<file path="src/rtl/core/rau_pkg.sv">
// Shared constants, opcodes and controller/datapath command types for the rational unit.
package rau_pkg;

   // Operand bits actually used; inputs are sign-extended from the top bit.
   localparam int OPERAND_WIDTH = 32;
   // Widths of the port fields, fixed by the interface.
   localparam int PORT_W = 32;
   localparam int RES_W  = 64;
   localparam int OP_W   = 3;
   // Full product of two operands.
   localparam int PROD_W = 2 * OPERAND_WIDTH;
   // Counter width for one pass over the operand bits.
   localparam int CNT_W  = $clog2(OPERAND_WIDTH);

   typedef enum logic [OP_W-1:0] {
      OP_ADD = 3'd0,
      OP_SUB = 3'd1,
      OP_MUL = 3'd2,
      OP_DIV = 3'd3,
      OP_CMP = 3'd4,
      OP_RED = 3'd5
   } rau_op_type;

   // Which of the three products the shared multiplier forms this cycle.
   typedef enum logic [1:0] {
      PROD_P = 2'd0,
      PROD_Q = 2'd1,
      PROD_R = 2'd2
   } rau_prod_type;

   typedef struct packed {
      logic         load;
      logic         mul_en;
      rau_prod_type prod;
      logic         combine;
      logic         gcd_step;
      logic         div_init;
      logic         div_step;
      logic         red_fin;
      logic         out_load;
   } rau_cmd_type;

   typedef struct packed {
      logic [OP_W-1:0] op;
      logic            gcd_done;
   } rau_status_type;

endpackage

</file>
<file path="src/rtl/core/rau_ctrl.sv">
// Controller state machine: sequences products, gcd, division and the output handoff.
module rau_ctrl (
   input  logic                    clock,
   input  logic                    reset,
   input  logic                    req_valid,
   output logic                    req_ready,
   output logic                    rsp_valid,
   input  logic                    rsp_ready,
   output rau_pkg::rau_cmd_type    cmd,
   input  rau_pkg::rau_status_type status
);
   import rau_pkg::*;

   localparam logic [CNT_W-1:0] DIV_LAST = CNT_W'(OPERAND_WIDTH - 1);

   typedef enum logic [2:0] {
      S_IDLE,
      S_MUL,
      S_COMB,
      S_GCD,
      S_DIV,
      S_RFIN,
      S_HOLD
   } state_type;

   state_type        state_ff, state_in;
   rau_prod_type     prod_ff, prod_in;
   logic [CNT_W-1:0] cnt_ff, cnt_in;
   logic             out_valid_ff, out_valid_in;

   // Next state and commands.
   always_comb begin
      state_in = state_ff;
      prod_in  = prod_ff;
      cnt_in   = cnt_ff;
      cmd      = '0;
      cmd.prod = prod_ff;
      case (state_ff)
         S_IDLE: begin
            if (req_valid) begin
               cmd.load = 1'b1;
               prod_in  = PROD_P;
               state_in = S_MUL;
            end
         end
         S_MUL: begin
            if (status.op == OP_RED) begin
               state_in = S_GCD;
            end else begin
               cmd.mul_en = 1'b1;
               case (prod_ff)
                  PROD_P:  prod_in = PROD_Q;
                  PROD_Q:  prod_in = PROD_R;
                  default: state_in = S_COMB;
               endcase
            end
         end
         S_COMB: begin
            cmd.combine = 1'b1;
            state_in    = S_HOLD;
         end
         S_GCD: begin
            if (status.gcd_done) begin
               cmd.div_init = 1'b1;
               cnt_in       = '0;
               state_in     = S_DIV;
            end else begin
               cmd.gcd_step = 1'b1;
            end
         end
         S_DIV: begin
            cmd.div_step = 1'b1;
            cnt_in       = cnt_ff + CNT_W'(1);
            if (cnt_ff == DIV_LAST) begin
               state_in = S_RFIN;
            end
         end
         S_RFIN: begin
            cmd.red_fin = 1'b1;
            state_in    = S_HOLD;
         end
         S_HOLD: begin
            if (!out_valid_ff || rsp_ready) begin
               cmd.out_load = 1'b1;
               state_in     = S_IDLE;
            end
         end
         default: begin
            state_in = S_IDLE;
         end
      endcase
   end

   assign out_valid_in = cmd.out_load | (out_valid_ff & ~rsp_ready);

   // State and registered outputs.
   always_ff @(posedge clock) begin
      if (reset) begin
         state_ff     <= S_IDLE;
         prod_ff      <= PROD_P;
         cnt_ff       <= '0;
         out_valid_ff <= 1'b0;
      end else begin
         state_ff     <= state_in;
         prod_ff      <= prod_in;
         cnt_ff       <= cnt_in;
         out_valid_ff <= out_valid_in;
      end
   end

   assign req_ready = (state_ff == S_IDLE);
   assign rsp_valid = out_valid_ff;

   // A new word never overwrites one that has not been taken.
   a_no_overwrite: assert property (@(posedge clock) disable iff (reset)
      cmd.out_load |-> (!out_valid_ff || rsp_ready))
      else $error("output register loaded while holding an untaken word");

   // A loaded word is presented on the next cycle.
   a_load_shows: assert property (@(posedge clock) disable iff (reset)
      cmd.out_load |=> out_valid_ff)
      else $error("loaded word not presented");

   // Reduce finishes only after a full division pass.
   a_rfin_after_div: assert property (@(posedge clock) disable iff (reset)
      state_ff == S_RFIN |-> ($past(state_ff) == S_DIV && $past(cnt_ff) == DIV_LAST))
      else $error("reduce finished before the division completed");

   // Result-writing commands never collide.
   a_cmd_exclusive: assert property (@(posedge clock) disable iff (reset)
      $onehot0({cmd.load, cmd.combine, cmd.red_fin, cmd.out_load}))
      else $error("conflicting datapath commands");

endmodule

</file>
<file path="config.mk">
export PLATFORM = sky130hd
export DESIGN_NAME = rau_ctrl
export DESIGN_NICKNAME = d
export VERILOG_FILES = /design/src/rtl/core/rau_pkg.sv /design/src/rtl/core/rau_ctrl.sv
export SDC_FILE = /design/constraint.sdc
export NUM_CORES = 1
export LEC_CHECK = 0
export BUFFER_PORTS_ARGS = -buffer_cell sky130_fd_sc_hd__buf_4
export CAP_MARGIN = 25
export CORE_MARGIN = 2
export CORE_UTILIZATION = 46
export CTS_CLUSTER_DIAMETER = 120
export CTS_CLUSTER_SIZE = 24
export DETAILED_ROUTE_END_ITERATION = 7
export GPL_TIMING_DRIVEN = 1
export PLACE_DENSITY = 0.79
export SETUP_SLACK_MARGIN = 0.5
export SLEW_MARGIN = 20
export SYNTH_ARGS = -nofsm -noshare
export SYNTH_HDL_FRONTEND = slang
export SYNTH_SLANG_ARGS = --single-unit
</file>
<file path="constraint.sdc">
create_clock -name clock -period 1.85 [get_ports clock]
set_clock_uncertainty 0.05 [all_clocks]
set_input_delay 0.37 -clock clock [delete_from_list [all_inputs] [get_ports clock]]
set_output_delay 0.37 -clock clock [all_outputs]
set_load 0.02 [all_outputs]
</file>
After elaboration in Yosys (flattened, before gate mapping)
Cells that the tools add are included.
{"block": "word_totals", "reg_bits": 11, "in_bits": 8}
{"block": "classes", "n_bitwise": 3, "add_sub_neg": 1, "mux": 25, "reduce_logical": 11, "n_eq_ne": 16}
{"cell": "3-bit two-way mux", "count": 6}
{"cell": "3-bit one-hot mux with 6 select lines", "count": 1}
{"cell": "3-bit equality test (second input constant)", "count": 4}
{"cell": "1-bit two-way mux", "count": 11}
{"cell": "2-bit inequality test (second input constant)", "count": 5}
{"cell": "5-bit one-hot mux with 2 select lines", "count": 1}
{"cell": "2-bit one-hot mux with 2 select lines", "count": 2}
{"cell": "3-bit by 2-bit equality test with 1-bit output (second input constant)", "count": 2}
{"cell": "2-bit two-way mux", "count": 3}
{"cell": "3-bit inequality test (second input constant)", "count": 2}
{"cell": "5-bit by 1-bit adder with 5-bit output (second input constant)", "count": 1}
{"cell": "5-bit equality test (second input constant)", "count": 1}
{"cell": "5-bit two-way mux", "count": 1}
{"cell": "5-bit AND reduction", "count": 1}
{"cell": "4-bit AND reduction", "count": 1}
{"cell": "2-bit nonzero test", "count": 2}
{"cell": "2-bit OR reduction", "count": 2}
{"cell": "3-bit by 1-bit equality test with 1-bit output (second input constant)", "count": 1}
{"cell": "3-bit logical NOT", "count": 1}
{"cell": "2-bit by 1-bit equality test with 1-bit output (second input constant)", "count": 1}
{"cell": "2-bit logical NOT", "count": 1}
{"cell": "2-bit AND reduction", "count": 1}
{"cell": "1-bit AND", "count": 1}
{"cell": "1-bit logical NOT", "count": 1}
{"cell": "3 further kinds", "count": 3}

Depth between registers and ports, before layout
Gate-level depths: netlist of run 1.
{"block": "depth", "ltp_word": 5, "depth_mapped": 6, "depth_no_buf": 6}

Worst setup path before layout of run 1
Ideal clock, no wire load.
{"block": "synth_timing", "kind": "reg2out", "start": "reg state_ff[2]", "end": "out cmd[9] (netlist bit)", "path_stages_with_launch": 5, "slack_ns": 0.279, "arrival_time_ns": 1.151, "n_path_buf": 1, "required_ns": 1.430, "path_cell_list": "dfxtp_1 > buf_2 > nor3_2 > nand2_1 > inv_2"}
{"item": "start: declaration", "line_no": "rau_ctrl.sv:26", "source": "state_type state_ff, state_in;"}
{"item": "start signal: assignment", "line_no": "rau_ctrl.sv:104", "source": "state_ff <= state_in;"}
{"item": "end: declaration", "line_no": "rau_ctrl.sv:9", "source": "output rau_pkg::rau_cmd_type cmd,"}

==> results of run 1 <==
==> worst max-delay path, stage by stage, from the launching register on <==
cell and delay (ns):
dfxtp_4 0.37, buf_4 0.14, buf_12 0.12, nor3b_4 0.20, buf_4 0.18
==> layout make-up <==
class | count | share of cell area (%)
multi-input cells | 53 | 41.3
repair buffers | 50 | 33.7
flip-flops and latches | 11 | 19.6
clock buffers | 4 | 2.15
inverters | 4 | 1.74
well taps | 15 | 1.54
==> state kept, by name, indices dropped and copies added (netlist names) <==
register	flops
prod_ff	2
cnt_ff	5
rsp_valid	1
state_ff	3
==> report_power, final <==
group          switching (uW)  internal (uW)
Clock                    94.8           84.0
Sequential                122            309
Combinational             535            690
==> metrics by stage <==
step | utilization (%) | power, uW | instance area (um^2) | hold slack, ns
after detailed placement | 66.1 | 1080 | 871 | 0.417
after global routing | 92.7 | 1920 | 1220 | 0.313
after CTS | 82.1 | 1530 | 1080 | 0.304
final | 92.7 | 1840 | 1220 | 0.305
after global placement | 66.1 | 1070 | 871 | 0.412
after floorplan | - | 908 | 726 | 0.391
==> worst max-delay path by stage <==
stage                     cells after the start  endpoint         from  slack, ns
final                                         4    cmd[2]  state_ff[0]       0.13
after global routing                          5    cmd[0]  state_ff[0]       0.11
after CTS                                     3    cmd[4]  state_ff[0]       0.19
after detailed placement                      2    cmd[2]  state_ff[2]       0.24
after global placement                        2    cmd[2]  state_ff[2]       0.24
after floorplan                               4    cmd[9]  state_ff[1]       0.43
==> cell usage after synthesis (all sizes together) (2+ instances only) <==
cell    instances
ha              2
nand2           5
nand2b          3
nand3           2
nor2b           2
nor2            5
dfxtp          11
a21oi           8
nor3b           4
a211oi          3
inv             4
nand3b          2
buf             3
a22oi           2
==> kinds of logic after synthesis <==
logic type / after synthesis
AND/OR/NAND/NOR: 31
multiplexers: 1
flip-flops: 11
buffers and inverters: 8
adder cells (fa/ha/maj): 2
AO/OA/AOI/OAI: 19
==> timing repair <==
action                     in CTS  in global routing
setup endpoints to repair      18                 18
resized for setup              11                 10
pin swaps                      10                  6
buffers inserted               18                 11
==> per-layer routing <==
| metal | track usage, % | vias to the layer above | wire, um |
|---|---|---|---|
| li1 | - | 368 | - |
| met1 | 31.0 | 404 | 1030 |
| met2 | 45.9 | 30 | 1350 |
| met3 | 8.26 | 9 | 145 |
| met4 | 8.39 | 0 | 68 |
| met5 | 0 | - | 0 |
==> reports/results.tsv, run 1 <==
metric	value	unit
status	finished clean	
ys_seq_elements	11	
synth_area	658	um^2
path_clk_slew	0.08	ns
power.leakage	0.000528	uW
final_cell_mix	45 x buf_4, 6 x a21oi_1, 6 x dfxtp_1, 5 x dfxtp_4	
dieArea	1750	um^2
place_congestion	0.747	
cp-end-kind	output port	
r2r_cells	8	
die_w	41.8	um
vdd_ir_drop_max	0.000989	V
placedCellCount	104	
powerDensity	1500	nW/um^2
core_area	1320	um^2
rrSetupSlack	0.20	ns
seqCellArea	239	um^2
cts_made_buffers	3	
overflow	0	
initial_core_util	50.0	%
dp_hpwl	1030	um
clock_path_buffers	2	
arrival	1.30	ns
synth_edf_count	0	
chipHeight	41.8	um
antenna_cells	0	
required	1.43	ns
drtAntennaViolNets	0	
num_io_pins	20	
drive_above_1_share	68.0	%
critPathKind	register to output port	
fmax	581	MHz
worst_slack	0.130	ns
synth_top_family_by_area	simple AND/OR/NAND/NOR gates	
cts_hold_buf	0	
first_pass_iters	4	
synth-seq-area-share	33.5	%
groute.usage.overall	26.6	%
syn2layout_area_growth	85.6	%
hold_viol	0	
yosys.area.top_type_share	33.5	%
ys_types	35	
grt_pass1_vias	746	
multi_input_area	504	um^2
synthAdderAreaFrac	3.80	%
synthTopCellsByArea	dfxtp_1 33%, a21oi_1 6.1%, ha_1 3.8%	
min_to	cnt_ff[1]	
routed_wirelength	2600	um
ys.flop_type	dfxtp_1	
synth-compound-area-share	20.7	%
hp-class	input port to register	
nFillCells	41	
synthMuxAreaShare	1.52	%
vias	811	
cap_violations	0	
worstMarginPinSlew	0.227	ns
pre_cts_slack	0.236	ns
maxSlewViolCount	0	
relSlewSlack	84.6	%
whs_path_depth	2	
hold_start	reset	
nets	133	
r2r-end	cnt_ff[3]	
fin_crit_sh	93.0	%
synth-async-reset-ratio	0	%
syn_avg_cell_area	9.14	um^2
synth_simple_gate_area_share	33.5	%
finalCriticalPeriod	1.72	ns
path_max_fanout	4	
wl_per_cell	19.0	um
grt_pass1_wl	3550	um
clock-root-buffer	clkbuf_4	
numPortBuffers	19	
clk_latency	0.29	ns
r2r_start	state_ff[0]	
grt_max_degree	14	
syn_inst	72	
synth_xor_area_share	0	%
routed_via_density	5.92	
htree_levels	1	
start_kind	register	
antenna_found_initial	0	
syn-num-nets	82	
stdcell_count	137	
cts_tree	done	
setup_viol	0	
final_common_cell	buf_4	
yosysWarningCount	0	
remaining_drc_errors	0	
timing.setup.tns	0	ns
yosysTopAreaCell	dfxtp_1	
detail_route.iter0.violations	14	
rsz0062_at_grt	yes	
rows	13	
cts_sinks	11	
No activity file was read; power rests on OpenSTA's default activity.
==> inputs of run 2 (changes only) <==
Settings changed: CORE_UTILIZATION 46 to 40, PLACE_DENSITY 0.79 to 0.71.
==> reports/results.tsv, run 2 (synthesis gave the netlist of run 1 again) <==
metric	value	unit	change
status	finished clean		
r2r_start	state_ff[0]		
vdd_ir_drop_max	0.00104	V	+5.4%
clk_latency	0.27	ns	-0.02 ns
rows	14		+1
htree_levels	1		unchanged
path_clk_slew	0.08	ns	about the same
routed_via_density	5.69		-3.9%
r2r-end	state_ff[0]		
clock_path_buffers	2		unchanged
cp-startpoint	state_ff[0]		
place_congestion	0.774		+3.6%
groute.usage.overall	25.4	%	-1.2 points
seqPwrFrac	21.8	%	-1.7 points
dp_hpwl	1120	um	+8.8%
relSlewSlack	79.5	%	-5.1 points
syn2layout_area_growth	95.8	%	
fmax	595	MHz	+2.4%
clock-root-buffer	clkbuf_4		
initial_core_util	43.2	%	-6.8 points
cts_made_buffers	3		unchanged
wl_per_cell	17.4	um	-8.2%
final_common_cell	buf_4		
timing.setup.tns	0	ns	unchanged
cp-end-kind	output port		
grt_pass1_vias	798		+7.0%
pre_cts_slack	0.214	ns	-0.0221 ns
chipHeight	44.6	um	+6.5%
overflow	0		unchanged
finalCriticalPeriod	1.68	ns	-0.0397 ns
worstMarginPinSlew	0.302	ns	+0.0753 ns
powerDensity	1540	nW/um^2	+2.1%
final_cell_mix	37 x buf_4, 16 x buf_6, 6 x dfxtp_1, 5 x a21oi_1, 5 x dfxtp_4		
largest_reg_flops	5		unchanged
arrival	1.26	ns	-0.04 ns
hold_start	reset		
start_kind	register		
required	1.43	ns	about the same
cts_tree	done		
switching_power	789	uW	+4.9%
nets	136		+2.3%
maxSlewViolCount	0		unchanged
drtAntennaViolNets	0		unchanged
num_io_pins	20		unchanged
die_w	44.6	um	+6.5%
hp-class	input port to register		
swShare	39.9	%	-1.1 points
cts_sinks	11		unchanged
first_pass_iters	4		unchanged
antenna_cells	0		unchanged
reg_top3	cnt_ff x5, state_ff x3, prod_ff x2		
hold_viol	0		unchanged
r2r_cells	6		-2
dieArea	1990	um^2	+14%
nFillCells	83		+100%
p_comb_share	69.5	%	+2.7 points
power.leakage	0.000549	uW	+4.0%
cap_violations	0		unchanged
routed_wirelength	2460	um	-5.5%
grt_max_degree	12		-2
rsz0062_at_grt	yes		
drive_above_1_share	72.0	%	+4.0 points
remaining_drc_errors	0		unchanged
core_area	1520	um^2	+16%
fin_crit_sh	90.8	%	-2.1 points
cellInternalPower	1190	uW	+9.8%
vias	802		-1.1%
largest-register	cnt_ff		
critPathKind	register to output port		
worst_slack	0.170	ns	+0.0397 ns
crit_end	cmd[4]		
grt_pass1_wl	3610	um	+1.7%
setup_viol	0		unchanged
power_frac_clock	8.7	%	-1.0 points
path_max_fanout	6		+2
detail_route.iter0.violations	24		+10
antenna_found_initial	0		unchanged
rrSetupSlack	0.28	ns	+0.08 ns
numPortBuffers	19		unchanged
-- run 2: changes by cell type in the layout (fill, tap and decap cells not counted), sizes merged --
cell,before,now
buf,50,53
-- run 2: how the worst min path moves through the flow --
stage,to,slack (ns),cells past startpoint
2_1_floorplan,cnt_ff[3],0.39,1
3_3_place_gp,cnt_ff[3],0.42,1
3_5_place_dp,cnt_ff[3],0.43,1
4_1_cts,cnt_ff[3],0.32,2
5_1_grt,prod_ff[0],0.33,2
6_report,prod_ff[0],0.31,2
-- run 2: metrics by stage --
step,cell area [um^2],power (uW),hold WS [ns],util [%],cells
floorplan,726,908,0.391,-,72
global placement,880,1090,0.417,57.7,106
detailed placement,880,1100,0.431,57.7,106
CTS,1200,1750,0.318,78.7,133
global route,1290,2070,0.328,84.6,141
finish,1290,1980,0.313,84.6,141
-- run 2: power by group through the flow --
stage | Combinational [uW] | Sequential (uW) | Clock, uW
after floorplan | 550 | 358 | 0
after global placement | 673 | 419 | 0
after detailed placement | 681 | 423 | 0
after CTS | 1160 | 419 | 168
after global routing | 1450 | 436 | 185
final | 1370 | 431 | 172
-- run 2: critical path, cell delays in order, from the launching register on --
cell        delay (ns)
dfxtp_4           0.41
clkinvlp_4        0.15
nor4b_4           0.25
buf_4             0.18
-- run 2: final cells by class --
class	instances	area, um^2	share of cell area, %
Multi-Input combinational cell	53	524	40.7
Timing Repair Buffer	53	458	35.5
Sequential cell	11	239	18.5
Clock buffer	4	26.3	2.04
Inverter	4	21.3	1.65
Tap cell	16	20.0	1.55
-- run 2: metal layers --
metal  wire length [um]  global-route usage (%)
met5                  0                       0
met4                 68                    11.5
met3                100                    4.49
met2               1310                    44.9
met1                978                    29.3
-- run 2: timing repair --
item | 4_1_cts | 5_1_grt
hold endpoints to repair | 0 | 0
pin swaps | 16 | 6
resized for setup | 31 | 8
hold buffers | 0 | 0
setup buffers | 23 | 8
setup endpoints to repair | 17 | 19
cloned | 0 | 0
