## src/rtl/core/rau_pkg.sv

```systemverilog
// Shared constants, opcodes and controller/datapath command types for the rational unit.
package rau_pkg;

   // Operand bits actually used; inputs are sign-extended from the top bit.
   localparam int OPERAND_WIDTH = 32;
   // Widths of the port fields, fixed by the interface.
   localparam int PORT_W = 32;
   localparam int RES_W  = 64;
   localparam int OP_W   = 3;
   // Full product of two operands.
   localparam int PROD_W = 2 * OPERAND_WIDTH;
   // Counter width for one pass over the operand bits.
   localparam int CNT_W  = $clog2(OPERAND_WIDTH);

   typedef enum logic [OP_W-1:0] {
      OP_ADD = 3'd0,
      OP_SUB = 3'd1,
      OP_MUL = 3'd2,
      OP_DIV = 3'd3,
      OP_CMP = 3'd4,
      OP_RED = 3'd5
   } rau_op_type;

   // Which of the three products the shared multiplier forms this cycle.
   typedef enum logic [1:0] {
      PROD_P = 2'd0,
      PROD_Q = 2'd1,
      PROD_R = 2'd2
   } rau_prod_type;

   typedef struct packed {
      logic         load;
      logic         mul_en;
      rau_prod_type prod;
      logic         combine;
      logic         gcd_step;
      logic         div_init;
      logic         div_step;
      logic         red_fin;
      logic         out_load;
   } rau_cmd_type;

   typedef struct packed {
      logic [OP_W-1:0] op;
      logic            gcd_done;
   } rau_status_type;

endpackage

```

## src/rtl/core/rau_datapath.sv

```systemverilog
// Datapath: operand registers, shared multiplier, adder/comparator, binary gcd and dividers.
module rau_datapath (
   input  logic                              clock,
   input  logic [rau_pkg::OP_W-1:0]          in_op,
   input  logic signed [rau_pkg::PORT_W-1:0] in_a_num,
   input  logic signed [rau_pkg::PORT_W-1:0] in_a_den,
   input  logic signed [rau_pkg::PORT_W-1:0] in_b_num,
   input  logic signed [rau_pkg::PORT_W-1:0] in_b_den,
   input  rau_pkg::rau_cmd_type              cmd,
   output rau_pkg::rau_status_type           status,
   output logic signed [rau_pkg::RES_W-1:0]  out_res_num,
   output logic signed [rau_pkg::RES_W-1:0]  out_res_den,
   output logic                              out_is_less,
   output logic                              out_is_equal,
   output logic                              out_is_greater,
   output logic                              out_overflow
);
   import rau_pkg::*;

   localparam int OW = OPERAND_WIDTH;

   typedef logic signed [OW-1:0]    opd_type;
   typedef logic [OW-1:0]           mag_type;
   typedef logic signed [RES_W-1:0] res_type;

   function automatic mag_type magnitude(input opd_type v);
      magnitude = v[OW-1] ? mag_type'(-v) : mag_type'(v);
   endfunction

   // Captured operands, truncated to the operand width.
   logic [OP_W-1:0] op_ff;
   opd_type         an_ff, ad_ff, bn_ff, bd_ff;
   opd_type         an_in, ad_in, bn_in, bd_in;

   assign an_in = in_a_num[OW-1:0];
   assign ad_in = in_a_den[OW-1:0];
   assign bn_in = in_b_num[OW-1:0];
   assign bd_in = in_b_den[OW-1:0];

   always_ff @(posedge clock) begin
      if (cmd.load) begin
         op_ff <= in_op;
         an_ff <= an_in;
         ad_ff <= ad_in;
         bn_ff <= bn_in;
         bd_ff <= bd_in;
      end
   end

   // Shared multiplier; operands depend on the opcode and on which product is due.
   opd_type                   mul_x, mul_y;
   logic signed [PROD_W-1:0]  prod;
   res_type                   pp_ff, pq_ff, pr_ff;

   always_comb begin
      mul_x = an_ff;
      mul_y = bd_ff;
      case (cmd.prod)
         PROD_P: begin
            mul_x = an_ff;
            mul_y = (op_ff == OP_MUL) ? bn_ff : bd_ff;
         end
         PROD_Q: begin
            mul_x = bn_ff;
            mul_y = ad_ff;
         end
         PROD_R: begin
            mul_x = ad_ff;
            mul_y = (op_ff == OP_DIV) ? bn_ff : bd_ff;
         end
         default: begin
            mul_x = an_ff;
            mul_y = bd_ff;
         end
      endcase
   end

   assign prod = mul_x * mul_y;

   always_ff @(posedge clock) begin
      if (cmd.mul_en) begin
         case (cmd.prod)
            PROD_P:  pp_ff <= RES_W'(prod);
            PROD_Q:  pq_ff <= RES_W'(prod);
            PROD_R:  pr_ff <= RES_W'(prod);
            default: pr_ff <= RES_W'(prod);
         endcase
      end
   end

   // Adder for add/subtract, comparators for compare; equal denominators bypass products.
   logic    eq_den;
   logic    is_sub;
   res_type an64, ad64, bn64;
   res_type opx, opy, sum;
   logic    ovf;
   logic    cmp_lt, cmp_eq, cmp_gt;

   assign eq_den = (ad_ff == bd_ff);
   assign is_sub = (op_ff == OP_SUB);
   assign an64   = RES_W'(an_ff);
   assign ad64   = RES_W'(ad_ff);
   assign bn64   = RES_W'(bn_ff);
   assign opx    = eq_den ? an64 : pp_ff;
   assign opy    = eq_den ? bn64 : pq_ff;
   assign sum    = opx + (is_sub ? ~opy : opy) + res_type'(is_sub);
   assign ovf    = is_sub ? ((opx[RES_W-1] ^ opy[RES_W-1]) & (sum[RES_W-1] ^ opx[RES_W-1]))
                          : (~(opx[RES_W-1] ^ opy[RES_W-1]) & (sum[RES_W-1] ^ opx[RES_W-1]));
   assign cmp_lt = (opx < opy);
   assign cmp_eq = (opx == opy);
   assign cmp_gt = (opx > opy);

   // Binary gcd on the magnitudes of a; one step a cycle until one side reaches zero.
   mag_type           gx_ff, gy_ff;
   logic [CNT_W-1:0]  gk_ff;

   always_ff @(posedge clock) begin
      if (cmd.load) begin
         gx_ff <= magnitude(an_in);
         gy_ff <= magnitude(ad_in);
         gk_ff <= '0;
      end else if (cmd.gcd_step) begin
         case ({gx_ff[0], gy_ff[0]})
            2'b00: begin
               gx_ff <= gx_ff >> 1;
               gy_ff <= gy_ff >> 1;
               gk_ff <= gk_ff + CNT_W'(1);
            end
            2'b01: gx_ff <= gx_ff >> 1;
            2'b10: gy_ff <= gy_ff >> 1;
            default: begin
               if (gx_ff >= gy_ff) begin
                  gx_ff <= (gx_ff - gy_ff) >> 1;
               end else begin
                  gy_ff <= (gy_ff - gx_ff) >> 1;
               end
            end
         endcase
      end
   end

   assign status = '{op: op_ff, gcd_done: ((gx_ff == '0) || (gy_ff == '0))};

   // Two restoring dividers share the gcd as divisor, one quotient bit a cycle each.
   mag_type         g_ff;
   mag_type         nq_ff, dq_ff;
   logic [OW:0]     nr_ff, dr_ff;
   logic [OW:0]     nt, dt;
   logic            n_ge, d_ge;

   assign nt   = {nr_ff[OW-1:0], nq_ff[OW-1]};
   assign dt   = {dr_ff[OW-1:0], dq_ff[OW-1]};
   assign n_ge = (nt >= {1'b0, g_ff});
   assign d_ge = (dt >= {1'b0, g_ff});

   always_ff @(posedge clock) begin
      if (cmd.div_init) begin
         g_ff  <= (gx_ff | gy_ff) << gk_ff;
         nq_ff <= magnitude(an_ff);
         dq_ff <= magnitude(ad_ff);
         nr_ff <= '0;
         dr_ff <= '0;
      end else if (cmd.div_step) begin
         nr_ff <= n_ge ? (nt - {1'b0, g_ff}) : nt;
         dr_ff <= d_ge ? (dt - {1'b0, g_ff}) : dt;
         nq_ff <= {nq_ff[OW-2:0], n_ge};
         dq_ff <= {dq_ff[OW-2:0], d_ge};
      end
   end

   // Quotients take back the signs of the original numerator and denominator.
   opd_type red_num, red_den;
   logic    g_zero;

   assign g_zero  = (g_ff == '0);
   assign red_num = an_ff[OW-1] ? opd_type'(-nq_ff) : opd_type'(nq_ff);
   assign red_den = ad_ff[OW-1] ? opd_type'(-dq_ff) : opd_type'(dq_ff);

   // Staged result, moved to the output register once that is free.
   res_type st_num_ff, st_den_ff;
   logic    st_lt_ff, st_eq_ff, st_gt_ff, st_ov_ff;
   res_type st_num_in, st_den_in;
   logic    st_lt_in, st_eq_in, st_gt_in, st_ov_in;

   always_comb begin
      st_num_in = st_num_ff;
      st_den_in = st_den_ff;
      st_lt_in  = st_lt_ff;
      st_eq_in  = st_eq_ff;
      st_gt_in  = st_gt_ff;
      st_ov_in  = st_ov_ff;
      if (cmd.combine) begin
         st_num_in = '0;
         st_den_in = '0;
         st_lt_in  = 1'b0;
         st_eq_in  = 1'b0;
         st_gt_in  = 1'b0;
         st_ov_in  = 1'b0;
         case (op_ff)
            OP_ADD, OP_SUB: begin
               st_num_in = sum;
               st_den_in = eq_den ? ad64 : pr_ff;
               st_ov_in  = ~eq_den & ovf;
            end
            OP_MUL, OP_DIV: begin
               st_num_in = pp_ff;
               st_den_in = pr_ff;
            end
            OP_CMP: begin
               st_lt_in = cmp_lt;
               st_eq_in = cmp_eq;
               st_gt_in = cmp_gt;
            end
            default: begin
               st_num_in = '0;
            end
         endcase
      end else if (cmd.red_fin) begin
         st_num_in = g_zero ? an64 : RES_W'(red_num);
         st_den_in = g_zero ? ad64 : RES_W'(red_den);
         st_lt_in  = 1'b0;
         st_eq_in  = 1'b0;
         st_gt_in  = 1'b0;
         st_ov_in  = 1'b0;
      end
   end

   always_ff @(posedge clock) begin
      st_num_ff <= st_num_in;
      st_den_ff <= st_den_in;
      st_lt_ff  <= st_lt_in;
      st_eq_ff  <= st_eq_in;
      st_gt_ff  <= st_gt_in;
      st_ov_ff  <= st_ov_in;
   end

   // Output register holds the response word while the next item is worked on.
   always_ff @(posedge clock) begin
      if (cmd.out_load) begin
         out_res_num    <= st_num_ff;
         out_res_den    <= st_den_ff;
         out_is_less    <= st_lt_ff;
         out_is_equal   <= st_eq_ff;
         out_is_greater <= st_gt_ff;
         out_overflow   <= st_ov_ff;
      end
   end

endmodule

```

## config.mk

```make
export PLATFORM = sky130hd
export DESIGN_NAME = rau_datapath
export DESIGN_NICKNAME = d
export VERILOG_FILES = /design/src/rtl/core/rau_pkg.sv /design/src/rtl/core/rau_datapath.sv
export SDC_FILE = /design/constraint.sdc
export NUM_CORES = 2
export LEC_CHECK = 0
export ABC_AREA = 1
export BUFFER_PORTS_ARGS = -buffer_cell sky130_fd_sc_hd__buf_2
export CAP_MARGIN = 0
export CORE_MARGIN = 2
export CORE_UTILIZATION = 40
export CTS_CLUSTER_SIZE = 14
export DETAILED_ROUTE_END_ITERATION = 8
export GPL_TIMING_DRIVEN = 0
export PLACE_DENSITY = 0.65
export SYNTH_ARGS = -nofsm -noshare
export SYNTH_HDL_FRONTEND = slang
export SYNTH_SLANG_ARGS = --single-unit
export TNS_END_PERCENT = 50
```

## constraint.sdc

```tcl
create_clock -name clock -period 9.6 [get_ports clock]
set_input_delay 0.96 -clock clock [delete_from_list [all_inputs] [get_ports clock]]
set_output_delay 0.96 -clock clock [all_outputs]
set_load 0.02 [all_outputs]
```

# Word-level counts from Yosys, hierarchy flattened

Cells that the tools add are included.

Output and inout port bits: 136
Register bits: 816

Bitwise logic cells: 10
Order comparisons: 5
Equality and inequality tests: 13
$mul: 1
Reduce and logical (&&, ||, !) cells: 22
Shift-type cells: 1
Multiplexer cells: 46
Add/sub/neg operators: 13

Operators with widths:

| operator                                             | number |
|---|---|
| 2-to-1 mux 32 bit                                    | 20 |
| 2-to-1 mux 64 bit                                    | 10 |
| one-hot mux 64 bit (2 select lines)                  | 2 |
| negator 32 bit                                       | 6 |
| one-hot mux 32 bit (2 select lines)                  | 3 |
| subtractor 32 bit                                    | 4 |
| logical NOT 32 bit                                   | 3 |
| one-hot mux 32 bit (3 select lines)                  | 1 |
| >= comparator 33 x 32 -> 1 bit                       | 2 |
| adder 64 x 2 -> 64 bit                               | 1 |
| adder 64 bit                                         | 1 |
| equality test 64 bit                                 | 1 |
| greater-than comparator 64 bit                       | 1 |
| less-than comparator 64 bit                          | 1 |
| multiplier 32 x 32 -> 64 bit                         | 1 |
| NOT 64 bit                                           | 1 |
| equality test 32 bit                                 | 1 |
| >= comparator 32 bit                                 | 1 |
| OR 32 bit                                            | 1 |
| left shift 32 x 5 -> 32 bit                          | 1 |
| 2-to-1 mux 1 bit                                     | 10 |
| OR reduction 2 bit                                   | 5 |
| AND reduction 2 bit                                  | 4 |
| equality test 3 x 2 -> 1 bit (second input constant) | 2 |
| other kinds (16)                                     | 28 |

# Longest topological paths before layout

Depth in word-level cells: 12
Mapped depth: 44

# Worst setup path before layout

No wires, ideal clock.

Path kind: input to register
From: in cmd[6] (netlist bit)
To: reg pp_ff[62] (data pin)
Library setup time: 0.274 ns
Arrival time: 9.323 ns
Data required time: 9.326 ns
Path slack: 0.004 ns
Buffers on the path: 3
Cell stages on the path: 35
Path through: inv_1 -> ha_1 -> clkinv_1 -> clkbuf_1 -> buf_1 -> o221ai_1 -> o21ai_1 -> clkbuf_1 -> nor2_1 -> fa_1 -> fa_1 -> fa_1 -> fa_1 -> inv_1 -> fa_1 -> inv_1 -> fa_1 -> fa_1 -> inv_1 -> fa_1 -> inv_1 -> ha_1 -> nand2_1 -> nor2_1 -> inv_1 -> nor2_1 -> inv_1 -> nor4_1 -> nand3_1 -> nand3_1 -> nand2_1 -> o211ai_1 -> nand3_1 -> o2111ai_1 -> xor2_1

Cells in the longest elaborated chain, start to end: 3

RTL lines:

| item                                                                                              | RTL line           | text |
|---|---|---|
| from (decl)                                                                                       | rau_datapath.sv:9  | `input rau_pkg::rau_cmd_type cmd,` |
| equality test 2 bit (tied with other cells)                                                       | rau_datapath.sv:58 | `case (cmd.prod)` |
| one-hot mux 32 bit (3 select lines) / one-hot mux 32 bit (2 select lines) (equally long branches) | rau_datapath.sv:58 |  |
| multiplier 32 x 32 -> 64 bit (*)                                                                  | rau_datapath.sv:78 | `assign prod = mul_x * mul_y;` |
| named net prod[62]                                                                                | rau_datapath.sv:52 | `logic signed [PROD_W-1:0] prod;` |
| to (signal assigned)                                                                              | rau_datapath.sv:83 | `PROD_P: pp_ff <= RES_W'(prod);` |
| to (decl)                                                                                         | rau_datapath.sv:53 | `res_type pp_ff, pq_ff, pr_ff;` |

The timed path passes the listed nets; every way through them passes the cells marked *.
A chain may end at the register's enable or synchronous reset.

# Worst setup path after layout

From: in cmd[7] (netlist bit)
To: reg pq_ff[47] (data pin)

Cells in the longest elaborated chain, start to end: 3

RTL lines:

| item                                                                                              | RTL line           | text |
|---|---|---|
| equality test 2 bit (tied with other cells)                                                       | rau_datapath.sv:58 |  |
| one-hot mux 32 bit (3 select lines) / one-hot mux 32 bit (2 select lines) (equally long branches) | rau_datapath.sv:58 |  |
| multiplier 32 x 32 -> 64 bit (*)                                                                  | rau_datapath.sv:78 |  |
| named net prod[47]                                                                                | rau_datapath.sv:52 |  |
| to (signal assigned)                                                                              | rau_datapath.sv:84 | `PROD_Q: pq_ff <= RES_W'(prod);` |
| to (decl)                                                                                         | rau_datapath.sv:53 |  |

Marked as above.

==> impl_metrics.ini <==
[timing]
fmax_mhz = 104
skew_ns = 0.0957
max_slew.worst_pin.slew_ns = 1.41
rsz0062_at_grt = yes
setup_violations = 2
period_share = 1.00
slew_violations = 0
tns_ns = -0.00272
setup_slack_ns = -0.00220
finalHoldViolCount = 0
slew_headroom = 0.0573
holdWs_ns = 0.350
min_period_ns = 9.60

[drt]
drt-total-wl_um = 398000
drt_iter0_drc = 9844
firstDrtPassIters = 9
wl_per_cell_um = 28.3
drtAntennaViolNets = 0
drc = 0
vias = 78900
vias_per_cell = 5.62

[yosys]
ys_ff_latch = 816
avgSynthCellArea_um2 = 8.47
ys.flop_type = edfxtp_1
async_reset_ff_frac = 0
synth_edf_count = 747
synthCells = 10500
synth.distinct_cells = 72
syn_area_um2 = 88800
ys_seq_area_frac = 0.268
ys_warn_count = 0
synth_nets = 12200

[grt]
grt_pass1_vias = 78200
grt_pass1_wl_um = 559000
use_met2 = 0.530
grt.total_usage = 0.348
met1_usage = 0.452
grt_max_degree = 102
antenna_found_initial = 46
grt_remaining_overflow = 0
busiest_layer = met2
grtUsageMet3 = 0.0910

[run_status]
violations = negative setup slack
status = finished with violations

[finish]
final_cell_mix = nand2_1, inv_1, nor2_1
syn_to_final_growth_pct = 12.7
drive_above_1_share = 0.0990
fin_area_um2 = 100000
final_common_cell = nand2_1
layout.nets = 12700

[worst_setup_path]
critical_path.max_fanout = 10
worst_path_max_delay_cell = fa_1
crit_path_frequent_cell = fa_1
end_kind = register
crit_path_start_kind = input pin
crit_arrival_ns = 10.13
critPathKind = in -> reg
max_stage_delay_ns = 0.65
crit_required_ns = 10.13
regToRegSetupSlack_ns = 0.11

[clock_tree]
cts_tree = done
cts_buffer_depth = 3
numCtsBuffers = 92
root_buffer = clkbuf_16
cts.sinks = 816
clk_latency_ns = 0.79
hold_buffers = 0
path_clk_slew_ns = 0.06
htree_levels = 3

[die]
die_w_um = 475
start_util = 0.403
coreArea_um2 = 220000
rows = 172
die_y_um = 475
ios = 278
die-area_um2 = 226000

[place]
dpl_cell_area_um2 = 94300
place.gp.congestion = 1.14
hpwl_um = 330000
portBuffers = 276

[flow_run]
maxCapViolCount = 0

[hold_path]
hold_path.class = in -> reg
cell usage after synthesis (11+ instances only):
master / count / share of area
nand4_1: 35 / 0.0025
o31ai_1: 24 / 0.0020
o221ai_1: 52 / 0.0051
a21oi_1: 638 / 0.036
a21o_1: 11 / 0.00093
clkinv_1: 21 / 0.00089
nor3_2: 12 / 0.0014
o2111ai_1: 39 / 0.0038
xnor2_1: 102 / 0.010
edfxtp_1: 747 / 0.25
mux2i_1: 25 / 0.0028
and3_1: 14 / 0.00099
inv_1: 1852 / 0.078
fa_1: 1087 / 0.25
nor3_1: 82 / 0.0046
nand3_1: 163 / 0.0092
o22ai_1: 17 / 0.0012
o21ai_0: 804 / 0.045
xor2_1: 266 / 0.026
nand2_1: 1894 / 0.080
o211ai_1: 114 / 0.0096
nand2_2: 18 / 0.0013
nor2_1: 1101 / 0.047
buf_2: 61 / 0.0034
or2_2: 36 / 0.0025
clkbuf_1: 321 / 0.014
o21ai_1: 82 / 0.0046
buf_1: 21 / 0.00089
dfxtp_1: 69 / 0.016
nor4_1: 57 / 0.0040
a31oi_1: 37 / 0.0026
o21a_1: 41 / 0.0035
ha_1: 480 / 0.068
inv_2: 23 / 0.00097
worst paths after layout:
check                startpoint              end  cells past startpoint
hold reg to reg   st_num_ff[38]  out_res_num[38]                      0
setup reg to reg       op_ff[0]        pp_ff[62]                     34
hold / removal      in_b_num[0]         bn_ff[0]                      1
setup / recovery         cmd[7]        pq_ff[47]                     35
worst max-delay path, delay by kind of cell:
family          cells  cell delay, ns
simple gates        5            0.49
xor+xnor            1            0.35
compound gates      8            1.83
buf+inv            11            1.61
fa+ha+maj          10            4.84
metal layers:
layer / part of all wire / up-vias
met5: 0.0014 / -
met1: 0.39 / 39000
li1: - / 34600
met4: 0.066 / 36
met2: 0.43 / 4386
met3: 0.10 / 915
repair_timing:
item                                   CTS  global route
cloned                                   0             2
buffers inserted                        43            53
pin swaps                               10            38
endpoints found under the hold margin    0             0
setup endpoints to repair              144            96
resized for setup                      346           272
state kept, by name, indices dropped and copies added, names as in the netlist, 64 cells and up:
name and flops:
pp_ff 64, pq_ff 64, out_res_den 64, st_num_ff 64, pr_ff 64, st_den_ff 64, out_res_num 64
area by class of cell:
cell class / instances / area [µm²]
plain buffers: 403 / 2160
diodes: 41 / 103
clock buffers: 103 / 2340
multi-input cells: 7364 / 57300
repair buffers: 390 / 2660
well taps: 2958 / 3700
flip-flops and latches: 816 / 23800
clock inverters: 66 / 712
fillers: 21700 / 120000
inverters: 1897 / 7260
logic make-up after synthesis:
kind of cell | count (synthesis) | synth area share
multiplexers | 25 | 0.00282
flip-flops | 816 | 0.268
adder cells (fa/ha/maj) | 1567 | 0.313
XOR/XNOR | 372 | 0.0370
AND/OR/NAND/NOR | 3458 | 0.157
AO/OA/AOI/OAI | 1941 | 0.123
buffers and inverters | 2307 | 0.0988
stage by stage:
| step | setup WS (ns) | util | std cells |
|---|---|---|---|
| floorplan | 0.00362 | - | 10500 |
| global placement | -3.47 | 0.426 | 13700 |
| detailed placement | -3.57 | 0.428 | 13700 |
| CTS | 0.00196 | 0.448 | 13900 |
| global route | -0.0817 | 0.454 | 14000 |
| finish | -0.00220 | 0.455 | 14000 |
Power is left out: the tool's default activity adds up to more than one toggle a clock period on the data nets, which glitch-free logic cannot reach.
